==> src/hw/rtl/wcg_pkg.sv <==
`timescale 1ns / 1ps
`default_nettype none

package wcg_pkg;

   localparam int MAX_LENGTH     = 4096;
   localparam int COEF_FRAC_BITS = 16;

   localparam int INDEX_W = 12;
   localparam int LEN_W   = 13;
   localparam int COEF_W  = 18;
   localparam int TURN_W  = 32;
   localparam int DATA_W  = 13;

   localparam logic [30:0] Q30_ONE = 31'h4000_0000;
   localparam logic [31:0] PI_Q30  = 32'd3373259426;

   typedef enum logic [1:0] {
      WIN_HANN     = 2'd0,
      WIN_HAMMING  = 2'd1,
      WIN_BLACKMAN = 2'd2
   } wcg_window_type;

   localparam logic CSR_WINDOW_TYPE   = 1'b0;
   localparam logic CSR_WINDOW_LENGTH = 1'b1;

   typedef struct packed {
      logic       valid;
      logic       err;
      logic       len1;
      logic [1:0] wtype;
   } wcg_tag_type;

   // Horner steps of the octant polynomials; divides by the step constants
   // go through exact reciprocals: m = ceil(2^(30+l) / d), 2^(l-1) < d <= 2^l
   localparam int HORNER_STEPS = 5;

   localparam logic [31:0] HORNER_MUL [2][HORNER_STEPS] = '{
      '{32'(((64'd1 << 37) + 64'd89) / 64'd90),
        32'(((64'd1 << 36) + 64'd55) / 64'd56),
        32'(((64'd1 << 35) + 64'd29) / 64'd30),
        32'(((64'd1 << 34) + 64'd11) / 64'd12),
        32'(((64'd1 << 31) + 64'd1) / 64'd2)},
      '{32'(((64'd1 << 37) + 64'd109) / 64'd110),
        32'(((64'd1 << 37) + 64'd71) / 64'd72),
        32'(((64'd1 << 36) + 64'd41) / 64'd42),
        32'(((64'd1 << 35) + 64'd19) / 64'd20),
        32'(((64'd1 << 33) + 64'd5) / 64'd6)}
   };

   localparam int HORNER_SHIFT [2][HORNER_STEPS] = '{
      '{37, 36, 35, 34, 31},
      '{37, 37, 36, 35, 33}
   };

   // output scaling: divide the weighted Q30 sum by 100 * 2^ROUND_SHIFT
   localparam int ROUND_SHIFT = 30 - COEF_FRAC_BITS;
   localparam logic [38:0] ROUND_BIAS = 39'(50) << ROUND_SHIFT;
   localparam int DIVQ_N     = 39 - ROUND_SHIFT;
   localparam int DIVQ_SHIFT = DIVQ_N + 7;
   localparam logic [63:0] DIV_MUL = ((64'd1 << DIVQ_SHIFT) + 64'd99) / 64'd100;

   localparam int COEF_MAX = (2 ** (COEF_W - 1)) - 1;
   localparam int COEF_MIN_MAG = 2 ** (COEF_W - 1);
   localparam logic signed [COEF_W-1:0] LEN1_COEF =
      (COEF_FRAC_BITS >= COEF_W - 1) ? COEF_W'(COEF_MAX) : COEF_W'(1 << COEF_FRAC_BITS);

endpackage

`default_nettype wire

==> src/hw/rtl/wcg_phase_div.sv <==
`timescale 1ns / 1ps
`default_nettype none

module wcg_phase_div
   import wcg_pkg::*;
(
   input  wire logic               clock,
   input  wire logic               reset,
   input  wire logic               in_valid,
   input  wire logic [INDEX_W-1:0] sample_index,
   input  wire logic [LEN_W-1:0]   window_length,
   input  wire logic [1:0]         window_type,
   output      logic [TURN_W-1:0]  turn,
   output      wcg_tag_type        tag
);

   localparam int DIV_STAGES = 4;
   localparam int STEPS      = TURN_W / DIV_STAGES;

   logic [12:0]       rem_ff [DIV_STAGES+1];
   logic [12:0]       rem_in [DIV_STAGES+1];
   logic [TURN_W-1:0] q_ff   [DIV_STAGES+1];
   logic [TURN_W-1:0] q_in   [DIV_STAGES+1];
   logic [11:0]       d_ff   [DIV_STAGES+1];
   logic [11:0]       d_in;
   wcg_tag_type       tag_ff [DIV_STAGES+1];
   wcg_tag_type       tag_in;

   // first step takes the 2^32 quotient bit, which wraps away
   always_comb begin
      d_in         = 12'(window_length - LEN_W'(1));
      tag_in.valid = in_valid;
      tag_in.err   = {1'b0, sample_index} >= window_length;
      tag_in.len1  = window_length == LEN_W'(1);
      tag_in.wtype = window_type;
      rem_in[0]    = {1'b0, sample_index};
      if (rem_in[0] >= {1'b0, d_in}) begin
         rem_in[0] = rem_in[0] - {1'b0, d_in};
      end
      q_in[0] = '0;
   end

   for (genvar s = 1; s <= DIV_STAGES; s++) begin : g_div
      always_comb begin
         rem_in[s] = rem_ff[s-1];
         q_in[s]   = q_ff[s-1];
         for (int j = 0; j < STEPS; j++) begin
            rem_in[s] = {rem_in[s][11:0], 1'b0};
            if (rem_in[s] >= {1'b0, d_ff[s-1]}) begin
               rem_in[s] = rem_in[s] - {1'b0, d_ff[s-1]};
               q_in[s]   = {q_in[s][TURN_W-2:0], 1'b1};
            end else begin
               q_in[s]   = {q_in[s][TURN_W-2:0], 1'b0};
            end
         end
      end
   end

   always_ff @(posedge clock) begin
      rem_ff[0] <= rem_in[0];
      q_ff[0]   <= q_in[0];
      d_ff[0]   <= d_in;
      for (int s = 1; s <= DIV_STAGES; s++) begin
         rem_ff[s] <= rem_in[s];
         q_ff[s]   <= q_in[s];
         d_ff[s]   <= d_ff[s-1];
      end
      if (reset) begin
         for (int s = 0; s <= DIV_STAGES; s++) begin
            tag_ff[s].valid <= 1'b0;
         end
      end else begin
         tag_ff[0] <= tag_in;
         for (int s = 1; s <= DIV_STAGES; s++) begin
            tag_ff[s] <= tag_ff[s-1];
         end
      end
   end

   assign turn = q_ff[DIV_STAGES];
   assign tag  = tag_ff[DIV_STAGES];

endmodule

`default_nettype wire

==> config.mk <==
export PLATFORM = sky130hd
export DESIGN_NAME = wcg_phase_div
export DESIGN_NICKNAME = d
export VERILOG_FILES = /design/src/hw/rtl/wcg_pkg.sv /design/src/hw/rtl/wcg_phase_div.sv
export SDC_FILE = /design/constraint.sdc
export NUM_CORES = 1
export LEC_CHECK = 0
export BUFFER_PORTS_ARGS = -buffer_cell sky130_fd_sc_hd__buf_4
export CAP_MARGIN = 5
export CORE_ASPECT_RATIO = 1.75
export CORE_UTILIZATION = 42
export DETAILED_ROUTE_END_ITERATION = 10
export MAX_ROUTING_LAYER = met4
export SYNTH_ARGS = -nofsm -noshare
export SYNTH_HDL_FRONTEND = slang
export SYNTH_SLANG_ARGS = --single-unit
==> constraint.sdc <==
create_clock -name clock -period 53.2 [get_ports clock]
set_input_delay 10.64 -clock clock [delete_from_list [all_inputs] [get_ports clock]]
set_output_delay 10.64 -clock clock [all_outputs]
set_load 0.05 [all_outputs]
# Yosys cells after proc, flatten, opt, wreduce, memory -nomap -nowiden
# Memory sizes are Yosys's and may differ from the RTL's.
# Cells that the tools add are included.
dict set report op_classes {
  addsub 34
  n_lt_le_gt_ge 34
  n_eq_ne 1
  n_mux 73
  bitwise_logic 5
}
# op count
set ops {}
lappend ops {{13-bit by 12-bit >= comparator with 1-bit output} 32}
lappend ops {{12-bit 2-to-1 mux} 28}
lappend ops {{12-bit subtractor} 28}
lappend ops {{13-bit 2-to-1 mux} 5}
lappend ops {{13-bit by 12-bit subtractor with 13-bit output} 4}
lappend ops {{1-bit 2-to-1 mux} 40}
lappend ops {{13-bit by 1-bit equality test with 1-bit output (second input constant)} 1}
lappend ops {{12-bit by 13-bit >= comparator with 1-bit output} 1}
lappend ops {{12-bit by 12-bit subtractor with 13-bit output} 1}
lappend ops {{12-bit >= comparator} 1}
lappend ops {{12-bit by 1-bit subtractor with 12-bit output (second input constant)} 1}
lappend ops {{1-bit OR} 5}
dict set report totals {
  reg_bits 0
  ramBits 310
  in_bits 30
  out_inout_bits 37
  elab_cells 151
  mem_count 4
}
# name depth word_bits rd rd_ports_with_merged_regs write_ports line_no
set memory_table {}
lappend memory_table {q_ff 5 32 5 0 5 wcg_phase_div.sv:22} ;# logic [TURN_W-1:0] q_ff [DIV_STAGES+1];
lappend memory_table {rem_ff 5 13 4 0 5 wcg_phase_div.sv:20} ;# logic [12:0] rem_ff [DIV_STAGES+1];
lappend memory_table {d_ff 5 12 4 0 5 wcg_phase_div.sv:24} ;# logic [11:0] d_ff [DIV_STAGES+1];
lappend memory_table {tag_ff 5 5 5 0 5 wcg_phase_div.sv:26} ;# wcg_tag_type tag_ff [DIV_STAGES+1];

# Longest topological paths before layout
# An unclocked memory read counts as a cell.
dict set report logic_depth {
  depth_word 17
  mapped_depth 103
  mapped_depth_nobuf 96
}

# Worst setup path after synthesis
# Ideal clock, no wire load.
dict set report synth_path {
  kind {reg2reg}
  from {memory d_ff[0][1]}
  to {memory rem_ff[1][3] (netlist: rem_ff[0][16])}
  setup_ns 0.122
  t_arrival_ns 18.622
  t_required_ns 53.078
  setup_slack_ns 34.456
  stages_incl_launch_ff 97
  path_buffers 8
  synth_period_minus_slack_ns 18.744
  path_cell_list {dfxtp_1 inv_1 ha_1 nor2b_1 o31a_1 o31a_1 o21ai_1 a31o_2 buf_2 inv_1 clkbuf_1 mux2_2 ha_1 clkbuf_1 and3_1 a221oi_1 a21oi_1 o21ai_0 [... 61 more ...] o2bb2ai_1 and2_1 o21ai_1 o21ai_1 inv_2 mux2_2 ha_1 a21boi_0 o21ai_0 a21boi_0 o21ai_0 a21boi_0 o21ai_0 nand2_1 a21o_1 a31oi_1 nand3_1 a221o_1}
}
# item line_no
set synth_rtl {}
lappend synth_rtl {{start, declared} wcg_phase_div.sv:24}
lappend synth_rtl {{end, declared} wcg_phase_div.sv:20}

==> summary.md <==
| Metric | Value |
|---|---|
| Period minus WS final | `22.87 ns` |
| Drc violations | `0` |
| Core region area | `0.0621 sq mm` |
| First-pass GRT wire length | `125000 um` |
| Synth cell types | `about 110` |
| Via count | `~24000` |
| PostCTS Resize Cnt | `0` |
| Synth top cells by count | `382 x ha_1, 287 x nor2_1, 241 x a21oi_1, 195 x inv_1, 181 x dfxtp_1` |
| Number of synthesized flops with an enable pin | `20` |
| Total routed wirelength | `80100 um` |
| Crit path to | `rem_ff[0][22]` |
| Synth Flop Type | `dfxtp_1` |
| WP depth | `between 90 and 100` |
| CTS clk-pin slew, worst paths | `approximately 0.06 ns` |
| Die area | `roughly 0.064 sq mm` |
| Most frequent cell after synthesis | `ha_1` |
| Vias/cell | `5.83` |
| GPL Wtd Cong | `approximately 0.96` |
| RSZ-0062 raised after global routing | `no` |
| Clk_skew | `~0.018 ns` |
| Wire length per cell | `19.6 um` |
| Outcome | `finished clean` |
| Num CTS Buffers | `24` |
| Postcts setup bufs | `0` |
| CP max stage delay | `approximately 0.66 ns` |
| H-tree Lvls | `1` |
| Flop2flop setup slack | `30.33 ns` |
| Tot GR Track Use | `between 20% and 30%` |
| Final worst-path cycle share | `between 40% and 50%` |
| Final hold vios | `0` |
| DRT antenna net count | `0` |
| Async S/R FF share, synth | `0%` |
| Register area share after synthesis | `between 15 and 20%` |
| TritonCTS Sinks | `~200` |
| # Max-Cap Violations | `0` |
| Total grt overflow | `0` |
| Worst R2R End | `rem_ff[0][22]` |
| CTS tree | `yes` |
| Critical Path Slowest Stage Cell | `a211oi_4` |
| Worst Tran Pin Value | `~1.3 ns` |
| R2R cell count | `between 90 and 100` |
| Sum of negative setup slack | `0 ns` |
| Setup violators final | `0` |
| Max-slew violations | `0` |
| Area contributors post-synth | `ha_1 18%, dfxtp_1 14%, mux2_2 5.9%, xnor2_1 5.6%, a21oi_1 4.6%` |
| Top cell type's share of synthesized area | `18.1%` |
| Initial antenna violation count | `2` |
| WS Path Type | `reg2reg` |
| Hold Path Class | `reg2reg` |
| WP buf/inv | `9` |
| Chip Width | `about 190 um` |
| Setup crit end kind | `flip-flop` |
| Die height | `between 300 and 400 um` |
| Slew margin rel. | `14.4%` |
| # IOs | `between 60 and 70` |
| Area delta synth->final | `7.10%` |
| Initial DRC Count | `between 1000 and 1500` |
| Min Hold Slack | `0.325 ns` |
| Syn_nets | `about 3700` |
| Startpoint Class | `flip-flop` |
| Largest net degree at the start of global routing | `27` |
| Post-Syn Area | `between 0.02 and 0.03 sq mm` |
| Final Util | `between 40 and 50%` |
| DP HPWL | `approximately 63000 um` |
| Critical Path AT | `around 23 ns` |
| Syn Inst Count | `between 3000 and 4000` |
| Syn Area/Cell | `roughly 8.1 sq um` |
| Yosys warns | `0` |
| Crit path launch | `d_ff[0][1]` |
| Final #Nets | `3685` |
| Initial Utilization | `a little over two fifths` |
| CTS max path bufs | `3` |
| Cts hold-fix bufs | `0` |
| Worst EP required | `approximately 54 ns` |
| CTS root buf | `clkbuf_16` |
| Largest area contributor in the netlist | `ha_1` |
| Upper clock frequency limit | `roughly 44 MHz` |
| Most frequent CP cell | `o21ai_0` |
| Critical path's top delay family | `compound AO/OA/AOI/OAI gates` |
| DRT Pass-1 Iters | `6` |
| Max FO, Critical Path | `18` |
| Clk_lat worst skew | `around 0.57 ns` |
| RR Startpoint | `d_ff[0][1]` |
| # rows | `~120` |
| Share of cells above drive strength 1 | `between 10% and 20%` |
| I/O Buffers | `66` |
| Vias in the first global route | `between 20000 and 25000` |
| Synthesized flop and latch total | `201` |
## registers in the layout, indices dropped and copies added (netlist names)
| register | flops |
|---|---|
| q_ff | 80 |
| d_ff | 48 |
| tag_ff | 25 |
| rem_ff | 48 |
## area by class of cell
class                   instances  area, sq um
clock buffers                  31          668
multi-input cells            2748        20800
well taps                     799         1000
inverters                     211          792
diodes                          3         7.51
flip-flops and latches        201         4220
clock inverters                12          138
fillers                      6380        33800
repair buffers                 82          616
## cell usage in the layout (no fill, tap or decap), types with 15 or more instances in the layout
cell | Yosys | layout
o21ai_0 | 173 | 173
nor2b_1 | 82 | 82
edfxtp_1 | 20 | 20
a211o_1 | 18 | 18
a21oi_1 | 241 | 241
dfxtp_1 | 181 | 181
and3_1 | 28 | 28
nor3_1 | 85 | 85
xor2_1 | 90 | 90
mux2_4 | 34 | 34
or3_1 | 25 | 25
ha_1 | 382 | 382
mux2i_1 | 27 | 27
o21bai_1 | 34 | 34
a211oi_1 | 18 | 18
o211ai_1 | 24 | 24
nand3_1 | 55 | 55
or2_2 | 19 | 19
nor2_1 | 287 | 287
a221o_1 | 26 | 26
o31ai_1 | 15 | 15
mux2_2 | 137 | 137
nand2_1 | 177 | 177
inv_1 | 195 | 195
a21boi_0 | 30 | 30
nand2b_1 | 40 | 40
xnor2_1 | 169 | 169
a21o_1 | 114 | 114
a31oi_1 | 22 | 22
o21a_1 | 99 | 99
buf_4 | 46 | 82
nand4_1 | 46 | 46
and2_1 | 32 | 32
clkbuf_16 | 0 | 25
## stage by stage
| stage | cell area [sq um] | worst slack, ns | cells |
|---|---|---|---|
| floorplan | 26400 | 34.46 | 3252 |
| detailed placement | 27400 | 30.80 | 4041 |
| global route | 28200 | 28.58 | 4086 |
| finish | 28200 | 30.33 | 4087 |
| global placement | 27400 | 30.77 | 4041 |
| CTS | 28200 | 30.61 | 4084 |
## per-layer routing
metal  global-route usage (%)  part of all wire, %
met1                     26.0                   39
met3                     2.14                  3.1
met2                     47.7                   53
met5                        -                    0
met4                     12.3                  4.9
## how the worst min path moves through the flow
stage / start / end / cells after the start
floorplan: q_ff[0][64] / q_ff[0][104] / 0
CTS: q_ff[0][103] / q_ff[0][143] / 0
finish: q_ff[0][108] / q_ff[0][148] / 0
global placement: q_ff[0][77] / q_ff[0][117] / 0
detailed placement: q_ff[0][33] / q_ff[0][73] / 0
global route: q_ff[0][74] / q_ff[0][114] / 0
## logic make-up after synthesis
group | share of synthesized area [%]
buffers and inverters | 5.15
AND/OR/NAND/NOR | 17.9
flip-flops | 16.0
multiplexers | 9.28
XOR/XNOR | 8.61
AO/OA/AOI/OAI | 24.5
adder cells (fa/ha/maj) | 18.5
Power is not shown: default switching activity piles up to over one toggle a cycle in this logic, so the estimate is an artifact.
