$ cat config.mk
export PLATFORM = sky130hd
export DESIGN_NAME = wcg_combine
export DESIGN_NICKNAME = d
export VERILOG_FILES = /design/src/hw/rtl/wcg_pkg.sv /design/src/hw/rtl/wcg_combine.sv
export SDC_FILE = /design/constraint.sdc
export NUM_CORES = 1
export LEC_CHECK = 0
export ABC_CLOCK_PERIOD_IN_PS = 10600
export BUFFER_PORTS_ARGS = -buffer_cell sky130_fd_sc_hd__buf_2
export CAP_MARGIN = 20
export CORE_MARGIN = 2
export CORE_UTILIZATION = 55
export DETAILED_ROUTE_END_ITERATION = 8
export GPL_ROUTABILITY_DRIVEN = 0
export PLACE_DENSITY = 0.69
export SLEW_MARGIN = 30
export SYNTH_ARGS = -nofsm -noshare
export SYNTH_HDL_FRONTEND = slang
export SYNTH_SLANG_ARGS = --single-unit
$ cat constraint.sdc
create_clock -name clock -period 10.6 [get_ports clock]
set_input_delay 2.65 -clock clock [delete_from_list [all_inputs] [get_ports clock]]
set_output_delay 2.65 -clock clock [all_outputs]
set_load 0.02 [all_outputs]
$ cat src/hw/rtl/wcg_pkg.sv
`timescale 1ns / 1ps
`default_nettype none

package wcg_pkg;

   localparam int MAX_LENGTH     = 4096;
   localparam int COEF_FRAC_BITS = 16;

   localparam int INDEX_W = 12;
   localparam int LEN_W   = 13;
   localparam int COEF_W  = 18;
   localparam int TURN_W  = 32;
   localparam int DATA_W  = 13;

   localparam logic [30:0] Q30_ONE = 31'h4000_0000;
   localparam logic [31:0] PI_Q30  = 32'd3373259426;

   typedef enum logic [1:0] {
      WIN_HANN     = 2'd0,
      WIN_HAMMING  = 2'd1,
      WIN_BLACKMAN = 2'd2
   } wcg_window_type;

   localparam logic CSR_WINDOW_TYPE   = 1'b0;
   localparam logic CSR_WINDOW_LENGTH = 1'b1;

   typedef struct packed {
      logic       valid;
      logic       err;
      logic       len1;
      logic [1:0] wtype;
   } wcg_tag_type;

   // Horner steps of the octant polynomials; divides by the step constants
   // go through exact reciprocals: m = ceil(2^(30+l) / d), 2^(l-1) < d <= 2^l
   localparam int HORNER_STEPS = 5;

   localparam logic [31:0] HORNER_MUL [2][HORNER_STEPS] = '{
      '{32'(((64'd1 << 37) + 64'd89) / 64'd90),
        32'(((64'd1 << 36) + 64'd55) / 64'd56),
        32'(((64'd1 << 35) + 64'd29) / 64'd30),
        32'(((64'd1 << 34) + 64'd11) / 64'd12),
        32'(((64'd1 << 31) + 64'd1) / 64'd2)},
      '{32'(((64'd1 << 37) + 64'd109) / 64'd110),
        32'(((64'd1 << 37) + 64'd71) / 64'd72),
        32'(((64'd1 << 36) + 64'd41) / 64'd42),
        32'(((64'd1 << 35) + 64'd19) / 64'd20),
        32'(((64'd1 << 33) + 64'd5) / 64'd6)}
   };

   localparam int HORNER_SHIFT [2][HORNER_STEPS] = '{
      '{37, 36, 35, 34, 31},
      '{37, 37, 36, 35, 33}
   };

   // output scaling: divide the weighted Q30 sum by 100 * 2^ROUND_SHIFT
   localparam int ROUND_SHIFT = 30 - COEF_FRAC_BITS;
   localparam logic [38:0] ROUND_BIAS = 39'(50) << ROUND_SHIFT;
   localparam int DIVQ_N     = 39 - ROUND_SHIFT;
   localparam int DIVQ_SHIFT = DIVQ_N + 7;
   localparam logic [63:0] DIV_MUL = ((64'd1 << DIVQ_SHIFT) + 64'd99) / 64'd100;

   localparam int COEF_MAX = (2 ** (COEF_W - 1)) - 1;
   localparam int COEF_MIN_MAG = 2 ** (COEF_W - 1);
   localparam logic signed [COEF_W-1:0] LEN1_COEF =
      (COEF_FRAC_BITS >= COEF_W - 1) ? COEF_W'(COEF_MAX) : COEF_W'(1 << COEF_FRAC_BITS);

endpackage

`default_nettype wire

$ cat src/hw/rtl/wcg_combine.sv
`timescale 1ns / 1ps
`default_nettype none

module wcg_combine
   import wcg_pkg::*;
(
   input  wire logic                     clock,
   input  wire logic                     reset,
   input  wire logic signed [31:0]       cos1,
   input  wire logic signed [31:0]       cos2,
   input  wire wcg_tag_type              in_tag,
   output      logic                     out_valid,
   output      logic signed [COEF_W-1:0] out_coefficient,
   output      logic                     out_index_error
);

   localparam logic signed [38:0] W_ONE = 39'sd1 <<< 30;

   logic signed [38:0] cw, c2w;
   logic signed [38:0] w_ff, w_in;
   wcg_tag_type        w_tag_ff;

   logic [37:0]        mag;
   logic [38:0]        biased;
   logic [DIVQ_N-1:0]  a_ff;
   logic               a_neg_ff;
   wcg_tag_type        a_tag_ff;

   logic [2*DIVQ_N:0]  dprod;
   logic [DIVQ_N-1:0]  q_ff;
   logic               q_neg_ff;
   wcg_tag_type        q_tag_ff;

   logic signed [COEF_W-1:0] coef_in;
   logic signed [COEF_W-1:0] coef_ff;
   logic                     valid_ff;
   logic                     err_ff;

   always_comb begin
      cw  = 39'(cos1);
      c2w = 39'(cos2);
      unique case (in_tag.wtype)
         WIN_HANN:    w_in = 39'sd50 * W_ONE - 39'sd50 * cw;
         WIN_HAMMING: w_in = 39'sd54 * W_ONE - 39'sd46 * cw;
         default:     w_in = 39'sd42 * W_ONE - 39'sd50 * cw + 39'sd8 * c2w;
      endcase
   end

   // round half away from zero on the magnitude
   always_comb begin
      mag    = 38'(w_ff[38] ? -w_ff : w_ff);
      biased = {1'b0, mag} + ROUND_BIAS;
   end

   assign dprod = a_ff * DIV_MUL[DIVQ_N:0];

   always_comb begin
      if (q_tag_ff.err) begin
         coef_in = '0;
      end else if (q_tag_ff.len1) begin
         coef_in = LEN1_COEF;
      end else if (q_neg_ff) begin
         if (q_ff > DIVQ_N'(COEF_MIN_MAG)) begin
            coef_in = COEF_W'(-COEF_MIN_MAG);
         end else begin
            coef_in = -$signed(COEF_W'(q_ff));
         end
      end else if (q_ff > DIVQ_N'(COEF_MAX)) begin
         coef_in = COEF_W'(COEF_MAX);
      end else begin
         coef_in = $signed(COEF_W'(q_ff));
      end
   end

   always_ff @(posedge clock) begin
      w_ff     <= w_in;
      a_ff     <= DIVQ_N'(biased >> ROUND_SHIFT);
      a_neg_ff <= w_ff[38];
      q_ff     <= DIVQ_N'(dprod >> DIVQ_SHIFT);
      q_neg_ff <= a_neg_ff;
      coef_ff  <= coef_in;
      err_ff   <= q_tag_ff.err;
      if (reset) begin
         w_tag_ff.valid <= 1'b0;
         a_tag_ff.valid <= 1'b0;
         q_tag_ff.valid <= 1'b0;
         valid_ff       <= 1'b0;
      end else begin
         w_tag_ff <= in_tag;
         a_tag_ff <= w_tag_ff;
         q_tag_ff <= a_tag_ff;
         valid_ff <= q_tag_ff.valid;
      end
   end

   assign out_valid       = valid_ff;
   assign out_coefficient = coef_ff;
   assign out_index_error = err_ff;

endmodule

`default_nettype wire

Yosys cells after proc, flatten, opt, wreduce, memory -nomap -nowiden
Cells that the tools add are included.
{ "totals": {"romBits": 0, "output_inout_bits": 20, "latch_bits": 0, "ff_bits": 114, "wordCells": 39, "inputBits": 71, "mem_count": 0, "mem_bits_rw": 0} }
{ "classes": {"multipliers": 3, "n_mux": 6, "magnitude_cmp": 2, "reduce_logical": 2, "n_bitwise": 0, "shift": 0, "eq_ne": 1, "n_div": 0, "n_addsub": 7} }
{ "op_table": {"columns": ["cell", "n"], "rows": [
  ["$sub 37x39->39 const A", 3],
  ["$pmux 39 s2", 1],
  ["$mul 6x32->38 const A", 2],
  ["$mux 18", 3],
  ["$mul 25x26->51 const B", 1],
  ["$add 38x20->39 const B", 1],
  ["$add 39x35->39", 1],
  ["$mux 38", 1],
  ["$neg 38->38", 1],
  ["$gt 19x17->1 const B", 1],
  ["$gt 19x18->1 const B", 1],
  ["$neg 18->18", 1],
  ["$mux 17", 1],
  ["$eq 2x1->1 const B", 1],
  ["$logic_not 2->1", 1],
  ["$reduce_or 2->1", 1]
]} }

Longest topological paths before layout
Gate-level depths: netlist of the first run.
{ "logic_depth": {"word_depth": 4, "depth_mapped": 29, "mapped_depth_nobuf": 29} }

Worst setup path after synthesis of the first run
OpenSTA, ideal clock, no wires.
{ "synth_path": {"kind": "input to register", "start": "input cos1[2]", "end": "register w_ff[37]", "path_buffers": 0, "arrival_time_ns": 8.373, "setup_time_ns": 0.095, "setup_slack_ns": 2.131, "stages": 27, "t_required_ns": 10.505, "cell_sequence": "inv_1 > ha_1 > inv_1 > fa_1 > inv_1 > ha_1 > ha_1 > inv_1 > fa_1 > nor2b_1 > o31a_1 > o41ai_2 > nand2_1 > xnor2_1 > ha_1 > ha_1 > a211oi_1 > o211ai_1 > a21oi_1 > o211ai_1 > o31ai_1 > o21ai_0 > a311oi_1 > nor2_1 > o41ai_1 > xor2_1 > a221oi_1"} }
{ "synth_via": {"elab_chain_cells": 4, "elab_cells_between_ends": 7, "classes_between": "4 x add/sub; 2 x mul; 1 x mux"} }
{ "synth_lines": {"columns": ["item", "line_no", "rtl"], "rows": [
  ["start: declaration", "wcg_combine.sv:9", "input wire logic signed [31:0] cos1,"],
  ["$mul 6x32->38", "wcg_combine.sv:43, wcg_combine.sv:45", null],
  ["$sub 37x39->39", "wcg_combine.sv:45", "default: w_in = 39'sd42 * W_ONE - 39'sd50 * cw + 39'sd8 * c2w;"],
  ["$add 39x35->39", "wcg_combine.sv:45", null],
  ["$pmux 39 s2 (*)", "wcg_combine.sv:42", "unique case (in_tag.wtype)"],
  ["via w_in[37]", "wcg_combine.sv:20", "logic signed [38:0] w_ff, w_in;"],
  ["end signal: assignment", "wcg_combine.sv:76", "w_ff <= w_in;"],
  ["end: declaration", "wcg_combine.sv:20", null]
]} }
Mark *: on every way through the listed nets, which the timed path passes. The rest lies on a longest branch.
A chain may end at the register's enable or synchronous reset.

Worst setup path after layout of the first run
Ends and elaborated chain as after synthesis.

==> reports/metrics.cfg, run 1 <==
[floorplan]
fp-row-count = 80
dieWidth_microns = 223
coreArea_sq_um = 47500
io_pins = 91
start_util = 0.556
dieHeight_microns = 223
dieArea_sq_um = 49800

[layout]
fill_cells = 4263
design_area_sq_um = 28000
drive_above_1_share = 0.0575
nets = 3961
area_growth_pct = 6.06
diodes = 0

[synth]
syn_avg_cell_area_sq_um = 8.71
synthCells = 3035
synth_top_flop_cell = dfxtp_1
yosys_warnings = 0
synth_area_sq_um = 26400
yosysSeqAreaShare = 0.0878
ys_seq_elements = 113
async_flop_share = 0
synth_cell_types = 101
synth_edf_count = 6
syn_nets = 3913

[setup_path]
path_max_fanout = 7
end_kind = flop
r2r-start = a_ff[7]
cp.required_ns = 10.92
crit_arrival_ns = 9.66
cp-startpoint = cos1[2]
path_class = input port to flop
crit_path_start_kind = input port

[cts]
cts_tree = done
cts_hold_buf = 0
clock_latency_ns = 0.42
clockBufferDepth = 2
htree_levels = 4
numCtsBuffers = 17
cts.sinks = 113
cts_setup_buffers = 0
clk_pin_slew_ns = 0.05
cts_resized = 0
cts_root_buffer = clkbuf_16

[global_routing]
grt_max_degree = 54
grt_usage = 0.264
grt_pass1_vias = 21700
grt_pass1_wl_mm = 107
gr-total-overflow = 0
antenna_found_initial = 0

[timing]
tightest_slew_ns = 1.03
final.setup_skew_ns = 0.0105
period_needed_ns = 9.33
max_freq_mhz = 107
timing.setup.tns_ns = 0
setup_violations = 0
hold_viol = 0
timing.slew.headroom = 0.302
maxSlewViolCount = 0
hold_ws_ns = 0.327
rsz0062_at_grt = false
post-route-period-util = 0.881

[route]
routedWlPerCell_microns = 17.2
ant_nets = 0
vias = 21200
drt_pass1_iterations = 6
drc_errors = 0
vias_per_cell = 5.71
wl_mm = 63.7
drtIter0Drc = 1122

[placement]
post_dp_cell_area_sq_um = 27400
dp_hpwl_mm = 54.8
io_buffers = 90

[outcome]
status = complete, no violations

[run]
drv_cap = 0

[min_path]
worstHoldStart = a_neg_ff
hp-class = flop to flop

## per-layer routing
metal	share of wire	global-route usage	up-vias
met4	0.021	0.0632	0
met2	0.51	0.488	578
met5	0	0	-
met3	0.045	0.0274	79
met1	0.42	0.328	10200
li1	-	-	10300
## worst max-delay path, cell delays in order
cell      delay [ns]
buf_2           0.15
inv_1           0.17
ha_1            0.32
inv_1           0.05
fa_1            0.50
inv_1           0.04
ha_1            0.29
ha_1            0.24
inv_1           0.08
fa_1            0.21
nor2b_1         0.07
o31a_1          0.31
o41ai_2         0.55
nand2_1         0.19
xnor2_1         0.45
ha_1            0.33
ha_1            0.36
a211oi_1        0.29
o211ai_1        0.14
a21oi_1         0.16
o211ai_1        0.17
o31ai_1         0.43
o21ai_0         0.34
a311oi_1        0.34
nor2_1          0.11
o41ai_1         0.32
xor2_1          0.12
a221oi_1        0.25
## final timing paths
| kind | to | cells past startpoint | slack (ns) |
|---|---|---|---|
| setup / recovery | w_ff[37] | 28 | 1.27 |
| hold / removal | q_neg_ff | 0 | 0.33 |
| setup reg to reg | q_ff[18] | 23 | 2.19 |
| hold reg to reg | q_neg_ff | 0 | 0.33 |
## per-stage QoR
step / util / cells / worst slack [ns]
after global placement: 0.577 / 3679 / 1.14
after global routing: 0.590 / 3711 / 0.599
final: 0.590 / 3711 / 1.27
after CTS: 0.590 / 3711 / 1.35
after floorplan: - / 3035 / 2.13
after detailed placement: 0.577 / 3679 / 0.948
## cell usage after synthesis, drive strengths merged (14+ instances only)
| cell | instances | area [sq um] |
|---|---|---|
| o21bai | 21 | 158 |
| a21oi | 155 | 791 |
| clkbuf | 46 | 174 |
| fa | 306 | 6130 |
| ha | 501 | 6270 |
| dfxtp | 107 | 2140 |
| inv | 652 | 2450 |
| nand4 | 27 | 169 |
| xnor2 | 128 | 1120 |
| nand2 | 139 | 522 |
| o211ai | 17 | 141 |
| nor2 | 111 | 417 |
| nor3 | 55 | 275 |
| a211oi | 36 | 300 |
| a31oi | 30 | 188 |
| or3 | 23 | 149 |
| o21a | 23 | 173 |
| xor2 | 65 | 569 |
| and3 | 25 | 156 |
| a21o | 61 | 458 |
| or2 | 14 | 87.6 |
| nand3 | 48 | 245 |
| nor2b | 24 | 150 |
| o21ai | 133 | 673 |
| nand2b | 21 | 131 |
| mux2i | 16 | 160 |
| and2 | 19 | 119 |
| o31ai | 17 | 128 |
| buf | 19 | 97.6 |
## kinds of logic (layout without fill, tap and decap cells)
logic type      count (synthesis)  after routing  share of synthesized area
compound gates                610            610                      0.155
simple gates                  573            573                      0.113
flops                         113            113                     0.0878
fa+ha+maj                     809            809                      0.470
xor+xnor                      194            194                     0.0648
buf+inv                       718            779                      0.103
mux                            18             18                    0.00691
## area by class of cell
type	instances	area (sq um)	area share
Tap cell	615	769	0.0274
Clock buffer	20	457	0.0163
Timing Repair Buffer	94	480	0.0171
Multi-Input combinational cell	2204	21400	0.763
Sequential cell	113	2320	0.0828
Clock inverter	12	159	0.00567
Inverter	653	2450	0.0874
## sequential cells by signal, indices dropped and copies added (netlist names)
register         count
w_ff                38
a_ff                25
q_ff                19
out_coefficient     18
a_tag_ff             3
q_tag_ff             3
w_tag_ff             3
a_neg_ff             1
out_index_error      1
out_valid            1
q_neg_ff             1
## layout by cell type (no fill, tap or decap), types with 22 or more instances in the layout
master,instances
xnor2_1,128
dfxtp_1,107
nor2b_1,23
xor2_1,65
nand2_1,139
nor3_1,55
a21oi_1,153
ha_1,501
nand3_1,47
nand4_1,27
or3_1,22
a21o_1,61
inv_1,651
nor2_1,111
and3_1,25
a211oi_1,33
buf_2,90
o21a_1,23
a31oi_1,30
o21ai_0,122
fa_1,306
Power of run 1 is left out: the tool's default activity adds up to more than one toggle a clock period on the data nets, which glitch-free logic cannot reach.
==> inputs of run 2 (changes only) <==
- ABC_CLOCK_PERIOD_IN_PS: 10600 -> 8900
- SLEW_MARGIN: 30 -> 20
- clock period: 10.6 -> 8.9 ns (I/O delays scaled with it)
==> run 2 against run 1 <==
Utilization up 0.22 points. Die area unchanged. Sequential cell count unchanged. Largest cell class unchanged. Hold slack worse by 0.0074 ns. Non-clock buffer count up 17. Highest routed layer unchanged. Count of clock-buffer cells in the layout down 2. Critical path type unchanged. Critical path depth down 1. Register-to-register slack worse by 1.4 ns. Final area up 0.37%. Cell count up 0.43%. Clock skew up 0.0020 ns.
==> reports/metrics.cfg, run 2 (synthesis results as in run 1) <==
[route]
routedWlPerCell_microns = 17.3
vias = 21200
drc_errors = 0
drt_pass1_iterations = 5
drtIter0Drc = 1113
wl_mm = 64.6
ant_nets = 0
vias_per_cell = 5.69

[layout]
reg_top3 = w_ff (38), a_ff (25), q_ff (19)
largest_register_ff_count = 38
final_common_cell = inv_1
regMostFlops = w_ff
final_cell_mix = inv_1, ha_1, fa_1, a21oi_1, nand2_1
area_growth_pct = 6.46
nets = 3978
drive_above_1_share = 0.0620
diodes = 0

[floorplan]
dieWidth_microns = 223
fp-row-count = 80
dieHeight_microns = 223
coreArea_sq_um = 47500
start_util = 0.556
dieArea_sq_um = 49800
io_pins = 91

[timing]
fin_ws_ns = 0.622
final.setup_skew_ns = 0.0125
max_freq_mhz = 121
tightest_slew_ns = 1.09
post-route-period-util = 0.930
hold_viol = 0
timing.slew.headroom = 0.265
hold_ws_ns = 0.319
timing.setup.tns_ns = 0
maxSlewViolCount = 0
period_needed_ns = 8.28
rsz0062_at_grt = false
setup_violations = 0

[cts]
cts_setup_buffers = 0
htree_levels = 4
cts_tree = done
cts_root_buffer = clkbuf_16
clk_pin_slew_ns = 0.06
numCtsBuffers = 17
cts_hold_buf = 0
cts_resized = 0
cts.sinks = 113
clockBufferDepth = 2
clock_latency_ns = 0.42

[placement]
dp_hpwl_mm = 55.8
dp_slack_ns = 0.162
io_buffers = 90

[global_routing]
gr-total-overflow = 0
grt_pass1_wl_mm = 107
grt_pass1_vias = 21700
grt_usage = 0.267
grt_max_degree = 54
antenna_found_initial = 0

[setup_path]
path_max_fanout = 5
cp.required_ns = 9.22
crit_path_start_kind = input port
end_kind = flop
path_class = input port to flop
crit_arrival_ns = 8.60

[run]
drv_cap = 0

[min_path]
hp-class = flop to flop

[outcome]
status = complete, no violations

==> run 2: cell types whose count changed in the layout (fill, tap and decap cells not counted), sizes merged <==
cell,previous run,this run
buf,94,111
clkbuf,20,18
clkinv,7,8
clkinvlp,2,3
inv,653,652
==> run 2: critical path, stage by stage <==
cell	delay (ns)
buf_2	0.13
inv_1	0.14
ha_1	0.31
inv_1	0.05
fa_1	0.49
inv_1	0.04
ha_1	0.29
ha_1	0.23
inv_1	0.07
fa_1	0.21
nor2b_1	0.07
o31a_1	0.30
o41ai_2	0.34
buf_4	0.20
a21oi_1	0.09
xnor2_1	0.36
ha_1	0.31
ha_1	0.36
and3_1	0.18
nand4_1	0.14
o31ai_1	0.54
a41oi_1	0.37
o32ai_1	0.52
o21a_1	0.16
nor2_1	0.04
xor2_1	0.14
a221oi_1	0.29
==> run 2: cell type report <==
| class | count | area (sq um) |
|---|---|---|
| clock buffers | 18 | 429 |
| clock inverters | 13 | 166 |
| fillers | 4238 | 19400 |
| inverters | 653 | 2450 |
| multi-input cells | 2204 | 21400 |
| flip-flops and latches | 113 | 2320 |
| well taps | 615 | 769 |
| repair buffers | 111 | 608 |
==> run 2: worst paths after layout <==
kind         startpoint        to  slack (ns)  cells past startpoint
max             cos1[1]  w_ff[36]        0.62                     27
min            a_neg_ff  q_neg_ff        0.32                      0
max reg2reg    a_ff[13]  q_ff[18]        0.79                     22
min reg2reg    a_neg_ff  q_neg_ff        0.32                      0
==> run 2: through the flow <==
step	area [sq um]	util	cells
final	28100	0.592	3727
after global routing	28100	0.592	3727
after CTS	28100	0.592	3727
after detailed placement	27500	0.579	3696
after global placement	27500	0.579	3696
after floorplan	26400	-	3035
==> run 2: layer usage <==
layer / global-route usage / share of wire
met5: 0 / 0
met4: 0.0948 / 0.037
met3: 0.0249 / 0.043
met2: 0.482 / 0.50
met1: 0.333 / 0.42
Power of run 2 is left out for the same reason.
==> inputs of run 3 (changes only) <==
- PLACE_DENSITY: 0.69 -> 0.72
==> run 3 against run 2 <==
Wire length up 0.29%. First-iteration DRC count rose by 22%. Critical path depth is the same. Sequential cell count unchanged. Count of clock-buffer cells in the layout rose by 1. Critical path type unchanged. Highest routed layer unchanged.
==> reports/metrics.cfg, run 3 (synthesis results as in run 1) <==
[setup_path]
crit_path_start_kind = input port
r2r_cells = 24
end_kind = flop
path_class = input port to flop
regToRegEndpoint = q_ff[18]
crit_arrival_ns = 8.67
path_max_fanout = 5
cp-startpoint = cos1[1]
cp.required_ns = 9.20
r2r_slack_ns = 0.70
worstSetupEndpoint = w_ff[38]
r2r-start = a_ff[7]

[floorplan]
io_pins = 91
start_util = 0.556
dieArea_sq_um = 49800
fp-row-count = 80
dieWidth_microns = 223
dieHeight_microns = 223
coreArea_sq_um = 47500

[layout]
regMostFlops = w_ff
final_cell_mix = inv_1, ha_1, fa_1, a21oi_1, nand2_1
final_common_cell = inv_1
multi_input_area_sq_um = 21400
nets = 3977
fill_cells = 4142
largest_register_ff_count = 38
utilization = 0.593
drive_above_1_share = 0.0620
area_growth_pct = 6.65
regArea_sq_um = 2320
diodes = 0
reg_top3 = w_ff (38), a_ff (25), q_ff (19)

[route]
ant_nets = 0
vias = 21300
wl_mm = 64.8
drc_errors = 0
drt_pass1_iterations = 5
drtIter0Drc = 1360
routedWlPerCell_microns = 17.4
vias_per_cell = 5.71

[timing]
maxSlewViolCount = 0
setup_violations = 0
timing.slew.headroom = 0.186
period_needed_ns = 8.37
final.setup_skew_ns = 0.00741
tightest_slew_ns = 1.21
hold_viol = 0
max_freq_mhz = 120
rsz0062_at_grt = false
timing.setup.tns_ns = 0
post-route-period-util = 0.940

[cts]
cts_resized = 0
numCtsBuffers = 17
htree_levels = 4
clk_pin_slew_ns = 0.05
cts.sinks = 113
cts_hold_buf = 0
cts_root_buffer = clkbuf_16
cts_setup_buffers = 0
cts_tree = done
clockBufferDepth = 2
clock_latency_ns = 0.41

[run]
drv_cap = 0

[global_routing]
antenna_found_initial = 0
grt_usage = 0.268
grt_max_degree = 54
grt_pass1_vias = 22000
grt_pass1_wl_mm = 108
gr-total-overflow = 0

[min_path]
hp-class = flop to flop

[placement]
io_buffers = 90
dp_hpwl_mm = 55.6

[outcome]
status = complete, no violations

run 3: changes by cell type in the layout (fill, tap and decap cells not counted), sizes merged:
| cell | previous run | this run |
|---|---|---|
| buf | 111 | 110 |
| bufinv | 3 | 5 |
| clkbuf | 18 | 19 |
| clkinv | 8 | 7 |
| clkinvlp | 3 | 2 |
run 3: worst max-delay path, cell delays in order:
cell and delay (ns):
buf_2 0.12, inv_1 0.13, ha_1 0.30, inv_1 0.05
fa_1 0.49, inv_1 0.05, ha_1 0.30, ha_1 0.24
inv_1 0.08, fa_1 0.20, nor2b_1 0.07, o31a_1 0.31
o41ai_2 0.35, buf_4 0.21, a21oi_1 0.09, xnor2_1 0.38
ha_1 0.32, ha_1 0.37, and3_1 0.19, nand4_1 0.15
o31ai_1 0.59, a41oi_1 0.35, o32ai_1 0.51, o21ai_0 0.19
xnor3_1 0.23, nand2_1 0.05, o221a_1 0.13
run 3: layout make-up:
cell class,instances,area share
repair buffers,110,0.0213
clock buffers,19,0.0157
flip-flops and latches,113,0.0824
inverters,653,0.0869
clock inverters,13,0.00746
well taps,615,0.0273
multi-input cells,2204,0.759
run 3: per-stage QoR:
| stage | cells | worst slack, ns | hold WS [ns] | instance area [sq um] |
|---|---|---|---|---|
| 6_report | 3727 | 0.533 | 0.329 | 28200 |
| 3_3_place_gp | 3695 | 0.355 | 0.322 | 27500 |
| 3_5_place_dp | 3695 | 0.116 | 0.319 | 27500 |
| 5_1_grt | 3727 | 0.0902 | 0.338 | 28200 |
| 4_1_cts | 3727 | 0.521 | 0.331 | 28200 |
| 2_1_floorplan | 3035 | 0.856 | 0.310 | 26400 |
run 3: worst min path at each step:
stage	cells past startpoint	startpoint	slack, ns	endpoint
final	0	a_neg_ff	0.33	q_neg_ff
after CTS	0	a_neg_ff	0.33	q_neg_ff
after global placement	0	a_neg_ff	0.32	q_neg_ff
after global routing	0	a_neg_ff	0.34	q_neg_ff
after floorplan	0	a_neg_ff	0.31	q_neg_ff
after detailed placement	0	a_neg_ff	0.32	q_neg_ff
run 3: metal layers:
layer	wire, microns	up-vias	part of all wire	global-route usage
met5	0	-	0	0
li1	-	10300	-	-
met2	32600	559	0.50	0.484
met1	27600	10300	0.43	0.338
met3	2530	114	0.039	0.0195
met4	2150	0	0.033	0.0892
Power of run 3 is left out for the same reason.
